File: config.mk
export PLATFORM = sky130hd
export DESIGN_NAME = kalman_cv_range_tracker
export DESIGN_NICKNAME = d
export VERILOG_FILES = /design/src/kcv_pkg.sv /design/src/kcv_div.sv /design/src/kcv_alu.sv /design/src/kalman_cv_range_tracker.sv
export SDC_FILE = /design/constraint.sdc
export NUM_CORES = 2
export LEC_CHECK = 0
export BUFFER_PORTS_ARGS = -buffer_cell sky130_fd_sc_hd__buf_2
export CORE_ASPECT_RATIO = 1.2
export CORE_MARGIN = 4
export CORE_UTILIZATION = 40
export DETAILED_ROUTE_END_ITERATION = 10
export SLEW_MARGIN = 25
export SYNTH_ARGS = -nofsm -noshare
export SYNTH_HDL_FRONTEND = slang
export SYNTH_SLANG_ARGS = --single-unit
File: constraint.sdc
create_clock -name clk -period 22.9 [get_ports clk]
set_input_delay 4.58 -clock clk [delete_from_list [all_inputs] [get_ports clk]]
set_output_delay 4.58 -clock clk [all_outputs]
set_load 0.01 [all_outputs]
File: src/kcv_pkg.sv
// Shared types, constants and the update microprogram of the range tracker.
`default_nettype none
package kcv_pkg;

  localparam int DEF_FRAC_BITS  = 16;
  localparam int DEF_DATA_WIDTH = 32;

  localparam logic [15:0] RST_PERIOD = 16'd6554;
  localparam logic [30:0] RST_QPOS   = 31'd32768;
  localparam logic [30:0] RST_QVEL   = 31'd65536;
  localparam logic [30:0] RST_RNOISE = 31'd131072;

  localparam int STEP_W    = 5;
  localparam int STEP_S    = 13;  // step that forms the gain divisor
  localparam int STEP_LAST = 27;

  typedef enum logic [1:0] {
    REG_PERIOD = 2'd0,
    REG_QPOS   = 2'd1,
    REG_QVEL   = 2'd2,
    REG_RNOISE = 2'd3
  } reg_idx_t;

  typedef enum logic [1:0] {
    OP_ADD,
    OP_SUB,
    OP_MUL,
    OP_DIV
  } op_t;

  typedef enum logic [4:0] {
    R_ED, R_EV, R_C00, R_C01, R_C10, R_C11, R_A00, R_A01, R_P00, R_P10,
    R_P11, R_Y, R_S, R_K0, R_K1, R_TMP, R_T, R_QP, R_QV, R_R, R_Z
  } sel_t;

  typedef struct packed {
    op_t  op;
    sel_t a;
    sel_t b;
    sel_t d;
  } uop_t;

  typedef struct packed {
    logic              kind;
    logic signed [31:0] measured_distance;
  } in_item_t;

  typedef struct packed {
    logic signed [31:0] distance_estimate;
    logic signed [31:0] speed_estimate;
    logic              saturated;
  } out_item_t;

  function automatic uop_t prog(input logic [STEP_W-1:0] step);
    uop_t u;
    unique case (step)
      5'd0:  u = '{OP_MUL, R_T,   R_EV,  R_TMP};
      5'd1:  u = '{OP_ADD, R_ED,  R_TMP, R_ED};
      5'd2:  u = '{OP_MUL, R_T,   R_C10, R_TMP};
      5'd3:  u = '{OP_ADD, R_C00, R_TMP, R_A00};
      5'd4:  u = '{OP_MUL, R_T,   R_C11, R_TMP};
      5'd5:  u = '{OP_ADD, R_C01, R_TMP, R_A01};
      5'd6:  u = '{OP_MUL, R_T,   R_A01, R_TMP};
      5'd7:  u = '{OP_ADD, R_A00, R_TMP, R_TMP};
      5'd8:  u = '{OP_ADD, R_TMP, R_QP,  R_P00};
      5'd9:  u = '{OP_MUL, R_T,   R_C11, R_TMP};
      5'd10: u = '{OP_ADD, R_C10, R_TMP, R_P10};
      5'd11: u = '{OP_ADD, R_C11, R_QV,  R_P11};
      5'd12: u = '{OP_SUB, R_Z,   R_ED,  R_Y};
      5'd13: u = '{OP_ADD, R_P00, R_R,   R_S};
      5'd14: u = '{OP_DIV, R_P00, R_S,   R_K0};
      5'd15: u = '{OP_DIV, R_P10, R_S,   R_K1};
      5'd16: u = '{OP_MUL, R_K0,  R_Y,   R_TMP};
      5'd17: u = '{OP_ADD, R_ED,  R_TMP, R_ED};
      5'd18: u = '{OP_MUL, R_K1,  R_Y,   R_TMP};
      5'd19: u = '{OP_ADD, R_EV,  R_TMP, R_EV};
      5'd20: u = '{OP_MUL, R_K0,  R_P00, R_TMP};
      5'd21: u = '{OP_SUB, R_P00, R_TMP, R_C00};
      5'd22: u = '{OP_MUL, R_K0,  R_A01, R_TMP};
      5'd23: u = '{OP_SUB, R_A01, R_TMP, R_C01};
      5'd24: u = '{OP_MUL, R_K1,  R_P00, R_TMP};
      5'd25: u = '{OP_SUB, R_P10, R_TMP, R_C10};
      5'd26: u = '{OP_MUL, R_K1,  R_A01, R_TMP};
      5'd27: u = '{OP_SUB, R_P11, R_TMP, R_C11};
      default: u = '{OP_ADD, R_TMP, R_TMP, R_TMP};
    endcase
    return u;
  endfunction

endpackage
`default_nettype wire

File: src/kcv_div.sv
// Restoring divider, one quotient bit per cycle, for the Kalman gains.
`default_nettype none
module kcv_div #(
  parameter int FRAC_BITS  = kcv_pkg::DEF_FRAC_BITS,
  parameter int DATA_WIDTH = kcv_pkg::DEF_DATA_WIDTH
) (
  input  wire logic                          clk,
  input  wire logic                          rst_n,
  input  wire logic                          start,
  input  wire logic signed [DATA_WIDTH-1:0]  num,
  input  wire logic signed [DATA_WIDTH-1:0]  den,
  output logic                               done,
  output logic                               quo_neg,
  output logic [DATA_WIDTH+FRAC_BITS:0]      quo
);
  import kcv_pkg::*;

  localparam int DW = DATA_WIDTH;
  localparam int FB = FRAC_BITS;
  localparam int QW = DW + FB + 1;
  localparam int CW = $clog2(QW + 1);

  logic [QW-1:0] w_r, q_r;
  logic [DW-1:0] rem_r, d_r;
  logic [CW-1:0] cnt_r;
  logic          done_r, neg_r;

  logic [DW-1:0] n_mag;
  logic [QW-1:0] w_init;
  logic [DW:0]   rem_sh;
  logic          take;

  assign n_mag  = num[DW-1] ? (~num + 1'b1) : num;
  assign w_init = {1'b0, n_mag, {FB{1'b0}}} + QW'(den[DW-1:1]);
  assign rem_sh = {rem_r, w_r[QW-1]};
  assign take   = rem_sh >= {1'b0, d_r};

  always_ff @(posedge clk) begin
    if (!rst_n) begin
      cnt_r  <= '0;
      done_r <= 1'b0;
    end else begin
      done_r <= 1'b0;
      if (start) begin
        w_r   <= w_init;
        q_r   <= '0;
        rem_r <= '0;
        d_r   <= den;
        neg_r <= num[DW-1];
        cnt_r <= CW'(QW);
      end else if (cnt_r != '0) begin
        rem_r <= take ? DW'(rem_sh - {1'b0, d_r}) : rem_sh[DW-1:0];
        w_r   <= {w_r[QW-2:0], 1'b0};
        q_r   <= {q_r[QW-2:0], take};
        cnt_r <= cnt_r - 1'b1;
        if (cnt_r == CW'(1)) begin
          done_r <= 1'b1;
        end
      end
    end
  end

  assign done    = done_r;
  assign quo     = q_r;
  assign quo_neg = neg_r;

endmodule
`default_nettype wire

File: src/kcv_alu.sv
// Shared saturating add, subtract, rounding multiply and quotient finish.
`default_nettype none
module kcv_alu #(
  parameter int FRAC_BITS  = kcv_pkg::DEF_FRAC_BITS,
  parameter int DATA_WIDTH = kcv_pkg::DEF_DATA_WIDTH
) (
  input  kcv_pkg::op_t                                     op,
  input  wire logic signed [(DATA_WIDTH > 32 ? DATA_WIDTH : 32):0] a,
  input  wire logic signed [(DATA_WIDTH > 32 ? DATA_WIDTH : 32):0] b,
  input  wire logic [DATA_WIDTH+FRAC_BITS:0]               quo,
  input  wire logic                                        quo_neg,
  output logic signed [DATA_WIDTH-1:0]                     res,
  output logic                                             clip
);
  import kcv_pkg::*;

  localparam int DW = DATA_WIDTH;
  localparam int FB = FRAC_BITS;
  localparam int EW = (DW > 32 ? DW : 32) + 1;
  localparam int QW = DW + FB + 1;
  localparam int MW = (2 * DW > QW) ? 2 * DW : QW;

  localparam logic signed [EW:0]   SUM_MAX = {{(EW - DW + 2){1'b0}}, {(DW - 1){1'b1}}};
  localparam logic signed [EW:0]   SUM_MIN = ~SUM_MAX;
  localparam logic [DW-1:0]        DMAX    = {1'b0, {(DW - 1){1'b1}}};
  localparam logic [DW-1:0]        DMIN    = {1'b1, {(DW - 1){1'b0}}};
  localparam logic [2*DW-1:0]      ROUND   = (2*DW)'(1) << (FB - 1);

  logic signed [EW:0] sum;
  logic [DW-1:0]      ma, mb;
  logic [2*DW-1:0]    prod, rnd;
  logic [MW-1:0]      mag, lim;
  logic               neg;

  assign ma   = a[DW-1] ? (~a[DW-1:0] + 1'b1) : a[DW-1:0];
  assign mb   = b[DW-1] ? (~b[DW-1:0] + 1'b1) : b[DW-1:0];
  assign prod = (2*DW)'(ma) * (2*DW)'(mb);
  assign rnd  = prod + ROUND;

  always_comb begin
    sum = (op == OP_SUB) ? ({a[EW-1], a} - {b[EW-1], b}) : ({a[EW-1], a} + {b[EW-1], b});
    if (op == OP_DIV) begin
      mag = MW'(quo);
      neg = quo_neg;
    end else begin
      mag = MW'(rnd >> FB);
      neg = a[DW-1] ^ b[DW-1];
    end
    lim = neg ? MW'(DMIN) : MW'(DMAX);
    case (op)
      OP_ADD, OP_SUB: begin
        clip = (sum > SUM_MAX) || (sum < SUM_MIN);
        if (sum > SUM_MAX) begin
          res = DMAX;
        end else if (sum < SUM_MIN) begin
          res = DMIN;
        end else begin
          res = sum[DW-1:0];
        end
      end
      default: begin
        clip = mag > lim;
        if (clip) begin
          res = neg ? DMIN : DMAX;
        end else begin
          res = neg ? (~mag[DW-1:0] + 1'b1) : mag[DW-1:0];
        end
      end
    endcase
  end

endmodule
`default_nettype wire

File: src/kalman_cv_range_tracker.sv
// Top level: constant-velocity Kalman range tracker with register port and sequencer.
`default_nettype none
// Two-state (range, range rate) Kalman tracker in signed fixed point, FRAC_BITS
// fraction bits in DATA_WIDTH bits (Q16.16 by default). Each request carries a
// measured range; kind 1 reseeds the track, kind 0 predicts and corrects. One
// request is in work at a time. A reseed goes straight to the output stage; an
// update steps through the microprogram on the single shared multiply/add unit,
// with the bit-serial divider forming the two gains. A result waits in the final
// state until the output is free. A new request is taken while a result still
// waits on the output. Registers: 0x0 sample period, 0x4 position process noise,
// 0x8 speed process noise, 0xC measurement noise.
module kalman_cv_range_tracker #(
  parameter int FRAC_BITS  = kcv_pkg::DEF_FRAC_BITS,
  parameter int DATA_WIDTH = kcv_pkg::DEF_DATA_WIDTH
) (
  input  wire logic              clk,
  input  wire logic              rst_n,
  input  wire logic              in_valid,
  output logic                   in_ready,
  input  kcv_pkg::in_item_t      in_data,
  output logic                   out_valid,
  input  wire logic              out_ready,
  output kcv_pkg::out_item_t     out_data,
  input  wire logic              psel,
  input  wire logic              penable,
  input  wire logic              pwrite,
  input  wire logic [3:0]        paddr,
  input  wire logic [31:0]       pwdata,
  output logic [31:0]            prdata,
  output logic                   pready
);
  import kcv_pkg::*;

  localparam int DW = DATA_WIDTH;
  localparam int FB = FRAC_BITS;
  localparam int EW = (DW > 32 ? DW : 32) + 1;
  localparam int QW = DW + FB + 1;

  localparam logic signed [EW-1:0] E_MAX = {{(EW - DW + 1){1'b0}}, {(DW - 1){1'b1}}};
  localparam logic signed [EW-1:0] E_MIN = ~E_MAX;
  localparam logic signed [EW-1:0] O_MAX = {{(EW - 31){1'b0}}, {31{1'b1}}};
  localparam logic signed [EW-1:0] O_MIN = ~O_MAX;
  localparam logic signed [DW-1:0] ONE   = DW'(1) << FB;

  typedef enum logic [2:0] {ST_IDLE, ST_RUN, ST_DIV, ST_CHK, ST_FIN} state_t;

  state_t              state_r;
  logic [STEP_W-1:0]   step_r;
  logic                started_r, sat_r, out_valid_r;
  out_item_t           out_data_r;
  logic [15:0]         period_r;
  logic [30:0]         qpos_r, qvel_r, rnoise_r;
  logic signed [DW-1:0] ed_r, ev_r, c00_r, c01_r, c10_r, c11_r;
  logic signed [DW-1:0] a00_r, a01_r, p00_r, p10_r, p11_r, y_r, s_r, k0_r, k1_r;
  logic signed [DW-1:0] tmp_r, z_r;

  uop_t                uop;
  logic signed [EW-1:0] opa, opb;
  logic signed [DW-1:0] alu_res;
  logic                alu_clip;
  logic                div_start, div_done;
  logic [QW-1:0]       quo;
  logic                quo_neg;

  logic                cfg_wr, in_fire, out_free;
  logic signed [EW-1:0] zin, ed_x, ev_x;
  logic                zclip, ed_clip, ev_clip;
  logic signed [DW-1:0] zval;
  logic                wr_en;

  function automatic logic signed [EW-1:0] sx(input logic signed [DW-1:0] v);
    return {{(EW - DW){v[DW-1]}}, v};
  endfunction

  function automatic logic signed [EW-1:0] opnd(input sel_t s);
    logic signed [EW-1:0] v;
    unique case (s)
      R_ED:  v = sx(ed_r);
      R_EV:  v = sx(ev_r);
      R_C00: v = sx(c00_r);
      R_C01: v = sx(c01_r);
      R_C10: v = sx(c10_r);
      R_C11: v = sx(c11_r);
      R_A00: v = sx(a00_r);
      R_A01: v = sx(a01_r);
      R_P00: v = sx(p00_r);
      R_P10: v = sx(p10_r);
      R_P11: v = sx(p11_r);
      R_Y:   v = sx(y_r);
      R_S:   v = sx(s_r);
      R_K0:  v = sx(k0_r);
      R_K1:  v = sx(k1_r);
      R_TMP: v = sx(tmp_r);
      R_T:   v = {{(EW - 16){1'b0}}, period_r};
      R_QP:  v = {{(EW - 31){1'b0}}, qpos_r};
      R_QV:  v = {{(EW - 31){1'b0}}, qvel_r};
      R_R:   v = {{(EW - 31){1'b0}}, rnoise_r};
      R_Z:   v = sx(z_r);
      default: v = '0;
    endcase
    return v;
  endfunction

  assign uop  = prog(step_r);

  always_comb begin
    opa = opnd(uop.a);
    opb = opnd(uop.b);
  end

  kcv_alu #(.FRAC_BITS(FRAC_BITS), .DATA_WIDTH(DATA_WIDTH)) u_alu (
    .op      (uop.op),
    .a       (opa),
    .b       (opb),
    .quo     (quo),
    .quo_neg (quo_neg),
    .res     (alu_res),
    .clip    (alu_clip)
  );

  assign div_start = (state_r == ST_RUN) && (uop.op == OP_DIV);

  kcv_div #(.FRAC_BITS(FRAC_BITS), .DATA_WIDTH(DATA_WIDTH)) u_div (
    .clk     (clk),
    .rst_n   (rst_n),
    .start   (div_start),
    .num     (opa[DW-1:0]),
    .den     (opb[DW-1:0]),
    .done    (div_done),
    .quo_neg (quo_neg),
    .quo     (quo)
  );

  // measurement into the working format
  assign zin   = {{(EW - 32){in_data.measured_distance[31]}}, in_data.measured_distance};
  assign zclip = (zin > E_MAX) || (zin < E_MIN);
  assign zval  = (zin > E_MAX) ? E_MAX[DW-1:0] :
                 (zin < E_MIN) ? E_MIN[DW-1:0] : zin[DW-1:0];

  assign ed_x    = sx(ed_r);
  assign ev_x    = sx(ev_r);
  assign ed_clip = (ed_x > O_MAX) || (ed_x < O_MIN);
  assign ev_clip = (ev_x > O_MAX) || (ev_x < O_MIN);

  assign cfg_wr   = psel && penable && pwrite;
  assign in_ready = (state_r == ST_IDLE);
  assign in_fire  = in_valid && in_ready;
  assign out_free = !out_valid_r || out_ready;
  assign wr_en    = ((state_r == ST_RUN) && (uop.op != OP_DIV)) ||
                    ((state_r == ST_DIV) && div_done);

  always_comb begin
    unique case (reg_idx_t'(paddr[3:2]))
      REG_PERIOD: prdata = {16'd0, period_r};
      REG_QPOS:   prdata = {1'b0, qpos_r};
      REG_QVEL:   prdata = {1'b0, qvel_r};
      REG_RNOISE: prdata = {1'b0, rnoise_r};
      default:    prdata = '0;
    endcase
  end

  always_ff @(posedge clk) begin
    if (!rst_n) begin
      state_r     <= ST_IDLE;
      step_r      <= '0;
      started_r   <= 1'b0;
      sat_r       <= 1'b0;
      out_valid_r <= 1'b0;
      period_r    <= RST_PERIOD;
      qpos_r      <= RST_QPOS;
      qvel_r      <= RST_QVEL;
      rnoise_r    <= RST_RNOISE;
      ed_r        <= '0;
      ev_r        <= '0;
      c00_r       <= ONE;
      c01_r       <= '0;
      c10_r       <= '0;
      c11_r       <= ONE;
    end else begin
      if (out_valid_r && out_ready && (state_r != ST_FIN)) begin
        out_valid_r <= 1'b0;
      end
      if (cfg_wr) begin
        unique case (reg_idx_t'(paddr[3:2]))
          REG_PERIOD: period_r <= pwdata[15:0];
          REG_QPOS:   qpos_r   <= pwdata[30:0];
          REG_QVEL:   qvel_r   <= pwdata[30:0];
          REG_RNOISE: rnoise_r <= pwdata[30:0];
          default: ;
        endcase
      end
      if (wr_en) begin
        sat_r <= sat_r | alu_clip;
        unique case (uop.d)
          R_ED:  ed_r  <= alu_res;
          R_EV:  ev_r  <= alu_res;
          R_C00: c00_r <= alu_res;
          R_C01: c01_r <= alu_res;
          R_C10: c10_r <= alu_res;
          R_C11: c11_r <= alu_res;
          R_A00: a00_r <= alu_res;
          R_A01: a01_r <= alu_res;
          R_P00: p00_r <= alu_res;
          R_P10: p10_r <= alu_res;
          R_P11: p11_r <= alu_res;
          R_Y:   y_r   <= alu_res;
          R_S:   s_r   <= alu_res;
          R_K0:  k0_r  <= alu_res;
          R_K1:  k1_r  <= alu_res;
          default: tmp_r <= alu_res;
        endcase
      end
      unique case (state_r)
        ST_IDLE: begin
          if (in_fire) begin
            z_r    <= zval;
            sat_r  <= zclip;
            step_r <= '0;
            if (in_data.kind || !started_r) begin
              ed_r      <= zval;
              ev_r      <= '0;
              c00_r     <= ONE;
              c01_r     <= '0;
              c10_r     <= '0;
              c11_r     <= ONE;
              started_r <= 1'b1;
            end
            state_r <= in_data.kind ? ST_FIN : ST_RUN;
          end
        end
        ST_RUN: begin
          if (uop.op == OP_DIV) begin
            state_r <= ST_DIV;
          end else if (step_r == STEP_W'(STEP_S)) begin
            state_r <= ST_CHK;
          end else if (step_r == STEP_W'(STEP_LAST)) begin
            state_r <= ST_FIN;
          end else begin
            step_r <= step_r + 1'b1;
          end
        end
        ST_DIV: begin
          if (div_done) begin
            step_r  <= step_r + 1'b1;
            state_r <= ST_RUN;
          end
        end
        ST_CHK: begin
          // non-positive divisor: keep the prediction, zero gain
          if (!s_r[DW-1] && (s_r != '0)) begin
            step_r  <= step_r + 1'b1;
            state_r <= ST_RUN;
          end else begin
            c00_r   <= p00_r;
            c01_r   <= a01_r;
            c10_r   <= p10_r;
            c11_r   <= p11_r;
            state_r <= ST_FIN;
          end
        end
        ST_FIN: begin
          if (out_free) begin
            out_data_r.distance_estimate <= ed_clip ? (ed_x[EW-1] ? O_MIN[31:0] : O_MAX[31:0])
                                                    : ed_x[31:0];
            out_data_r.speed_estimate    <= ev_clip ? (ev_x[EW-1] ? O_MIN[31:0] : O_MAX[31:0])
                                                    : ev_x[31:0];
            out_data_r.saturated         <= sat_r | ed_clip | ev_clip;
            out_valid_r                  <= 1'b1;
            state_r                      <= ST_IDLE;
          end
        end
        default: state_r <= ST_IDLE;
      endcase
    end
  end

  assign out_valid = out_valid_r;
  assign out_data  = out_data_r;
  assign pready    = 1'b1;

endmodule
`default_nettype wire

==> impl_metrics.py <==
metrics = {
    "outcome": {
        "status": "complete, no violations",
    },
    "power": {
        "combPwrFrac_pct": 72.7,
        "peakVddDrop_v": 0.000297,
        "clkPwrFrac_pct": 10.0,
        "power.internal_mw": 7.20,
        "power.switching_mw": 8.75,
        "p_leak_nw": 38.3,
        "switching_share_pct": 54.9,
        "seqPwrFrac_pct": 17.3,
        "p_per_area_mw_per_mm2": 176,
    },
    "die": {
        "ioPinCount": 176,
        "coreArea_mm2": 0.205,
        "start_util_pct": 40.3,
        "die_x_um": 423,
        "rows": 182,
        "dieArea_mm2": 0.214,
        "die_h_um": 506,
    },
    "critical_path": {
        "end_kind": "flop",
        "path_class": "flop to flop",
        "r2r_cells": 55,
        "r2r_slack_ps": 4010,
        "cp_data_required_time_ps": 23280,
        "crit_slowest_cell": "o2111ai_1",
        "r2r_start": "uop[9]$_SDFF_PP0_",
        "cpMostUsedCell": "fa_1",
        "cp_max_fo": 35,
        "critPathMaxStageDelay_ps": 1000,
        "crit_end": "p00_r[9]$_DFFE_PP_",
        "critPathLaunch": "uop[9]$_SDFF_PP0_",
        "r2r-end": "p00_r[9]$_DFFE_PP_",
        "cp-start-kind": "flop",
        "cp.arrival_ps": 19270,
    },
    "final_layout": {
        "nNetsFinal": 10200,
        "area_delta_synth_final_pct": 9.30,
        "postLayoutCoreUtil_pct": 44.1,
        "stdcell_count": 11700,
        "largest_reg_flops": 65,
        "drive_gt1_share_pct": 9.02,
    },
    "placed_design": {
        "dpl.hpwl_um": 260000,
        "place_congestion": 1.03,
        "dp_cells": 11500,
        "pre_cts_ws_ps": 4450,
        "place.port_buffers": 170,
    },
    "clock_network": {
        "clk_pin_slew_ps": 70,
        "post_cts_buffers": 0,
        "cts.sinks": 915,
        "postCtsResizedCells": 0,
        "insertion_delay_ps": 750,
        "htreeDepth": 3,
        "cts_tree": "built",
        "cts_buffer_depth": 3,
        "clockRootBuffer": "clkbuf_16",
        "cts_made_buffers": 91,
        "ctsHoldBuffers": 0,
    },
    "yosys": {
        "yosysTopAreaCell": "fa_1",
        "ys_types": 112,
        "seq_area_frac_synth_pct": 29.1,
        "synth_nets": 10400,
        "async_flop_share_pct": 0,
        "ys_ff_latch": 915,
        "yosys_warnings": 0,
        "synth-edff-count": 580,
        "yosys.area.top_type_share_pct": 21.8,
        "synthTopCellsByCount": "nand2_1, inv_1, fa_1",
        "mappedNetlistArea_mm2": 0.0828,
        "synth.area.top_cells": "fa_1, edfxtp_1, dfxtp_1",
        "ys.flop_type": "edfxtp_1",
        "synth_area_per_cell_um2": 9.22,
        "synth_cells": 8981,
        "yosysMostFrequentCell": "nand2_1",
    },
    "drt": {
        "wl_um": 364000,
        "first_pass_iters": 10,
        "drt_iter0_drc": 9448,
        "antenna_left": 0,
        "drc": 0,
        "via_per_inst": 6.27,
        "routed-via-count": 73300,
        "wl_per_cell_um": 31.1,
    },
    "hold_path": {
        "whs_path_depth": 2,
        "hp-class": "flop to flop",
    },
    "global_route": {
        "antenna_found_initial": 24,
        "grt.total_usage_pct": 33.2,
        "grt_overflow": 0,
        "grt_pass1_vias": 73900,
        "grt_pass1_wl_um": 519000,
        "grt_max_degree": 94,
    },
    "sta": {
        "setup_ws_ps": 4010,
        "layout_min_cycle_time_ps": 18890,
        "fin_tns_setup_ps": 0,
        "holdWs_ps": 486,
        "fmax_ghz": 0.0529,
        "hold_viol": 0,
        "clock_skew_ps": 46.6,
        "finalSetupViolCount": 0,
        "relSlewSlack_pct": 19.1,
        "finalCritPeriodShare_pct": 82.5,
        "max_slew.worst_pin.slew_ps": 1200,
        "report.final.slew_viol_count": 0,
        "rsz0062_at_grt": "no",
    },
    "flow_run": {
        "drv_cap": 0,
    },
}
==> area by class of cell <==
type | instances | area (um2)
flip-flops and latches | 915 | 24100
fillers | 19900 | 115000
clock buffers | 118 | 2580
repair buffers | 436 | 2890
clock inverters | 53 | 523
inverters | 1082 | 4060
multi-input cells | 6324 | 52800
diodes | 9 | 22.5
well taps | 2760 | 3450
==> routing by layer <==
metal  global-route usage [%]  up-vias  part of all wire [%]
met2                     53.3     4903                    45
li1                         -    30300                     -
met1                     38.8    36600                    35
met5                        0        -                 0.025
met4                     24.4       14                   9.4
met3                     7.86     1540                    10
==> layout by cell type (no fill, tap or decap), drive strengths merged, types with 50 or more instances in the layout <==
cell type  Yosys  routed
a21o          99      99
o21ai        269     269
inv         1073    1080
a21oi        377     377
ha           413     413
buf           78     436
xor2          88      88
nor4          50      50
nand3        205     205
nor2b         52      52
a22oi        474     474
nand2       1184    1184
and2         148     148
clkbuf       582     118
a22o          63      63
edfxtp       580     580
nand4        109     109
and3          93      93
dfxtp        335     335
nor2         750     750
fa           900     900
xnor2        158     158
nor3          94      94
a32oi        112     112
==> how the worst min path moves through the flow <==
stage / slack [ps] / endpoint / start
after floorplan: 430 / sat_r$_SDFF_PN0_ / sat_r$_SDFF_PN0_
after global placement: 450 / started_r$_SDFFE_PN0P_ / started_r$_SDFFE_PN0P_
after detailed placement: 470 / started_r$_SDFFE_PN0P_ / started_r$_SDFFE_PN0P_
after CTS: 490 / started_r$_SDFFE_PN0P_ / started_r$_SDFFE_PN0P_
after global routing: 520 / started_r$_SDFFE_PN0P_ / started_r$_SDFFE_PN0P_
final: 490 / started_r$_SDFFE_PN0P_ / started_r$_SDFFE_PN0P_
==> worst max-delay path, delay by kind of cell (launching register included) <==
family          cells  cell delay, ps
compound gates     17            5740
fa+ha+maj          11            4870
simple gates       17            4160
buf+inv             9            2480
xor+xnor            1             590
flops               1             550
==> stage by stage <==
step | instance area, um2 | total power, mW
3_5_place_dp | 87300 | 14.0
4_1_cts | 90400 | 15.7
6_report | 90500 | 16.0
2_1_floorplan | 82800 | 10.1
5_1_grt | 90500 | 17.0
3_3_place_gp | 87300 | 14.0
==> cell families after synthesis <==
kind of cell    Yosys count  share of synthesized area, %
fa+ha+maj              1313                          28.0
other cells               2                       0.00907
mux                      75                          1.24
flops                   915                          29.1
simple gates           2895                          16.0
buf+inv                1742                          7.99
compound gates         1793                          15.1
xor+xnor                246                          2.60
==> power by group through the flow <==
stage                     clock (mW)  combinational, mW  sequential, mW
after CTS                       1.60               11.4            2.75
after global routing            1.66               12.6            2.77
after global placement             0               11.2            2.78
final                           1.59               11.6            2.76
after floorplan                    0               7.32            2.76
after detailed placement           0               11.2            2.79
No activity file was read; power rests on OpenSTA's default activity.
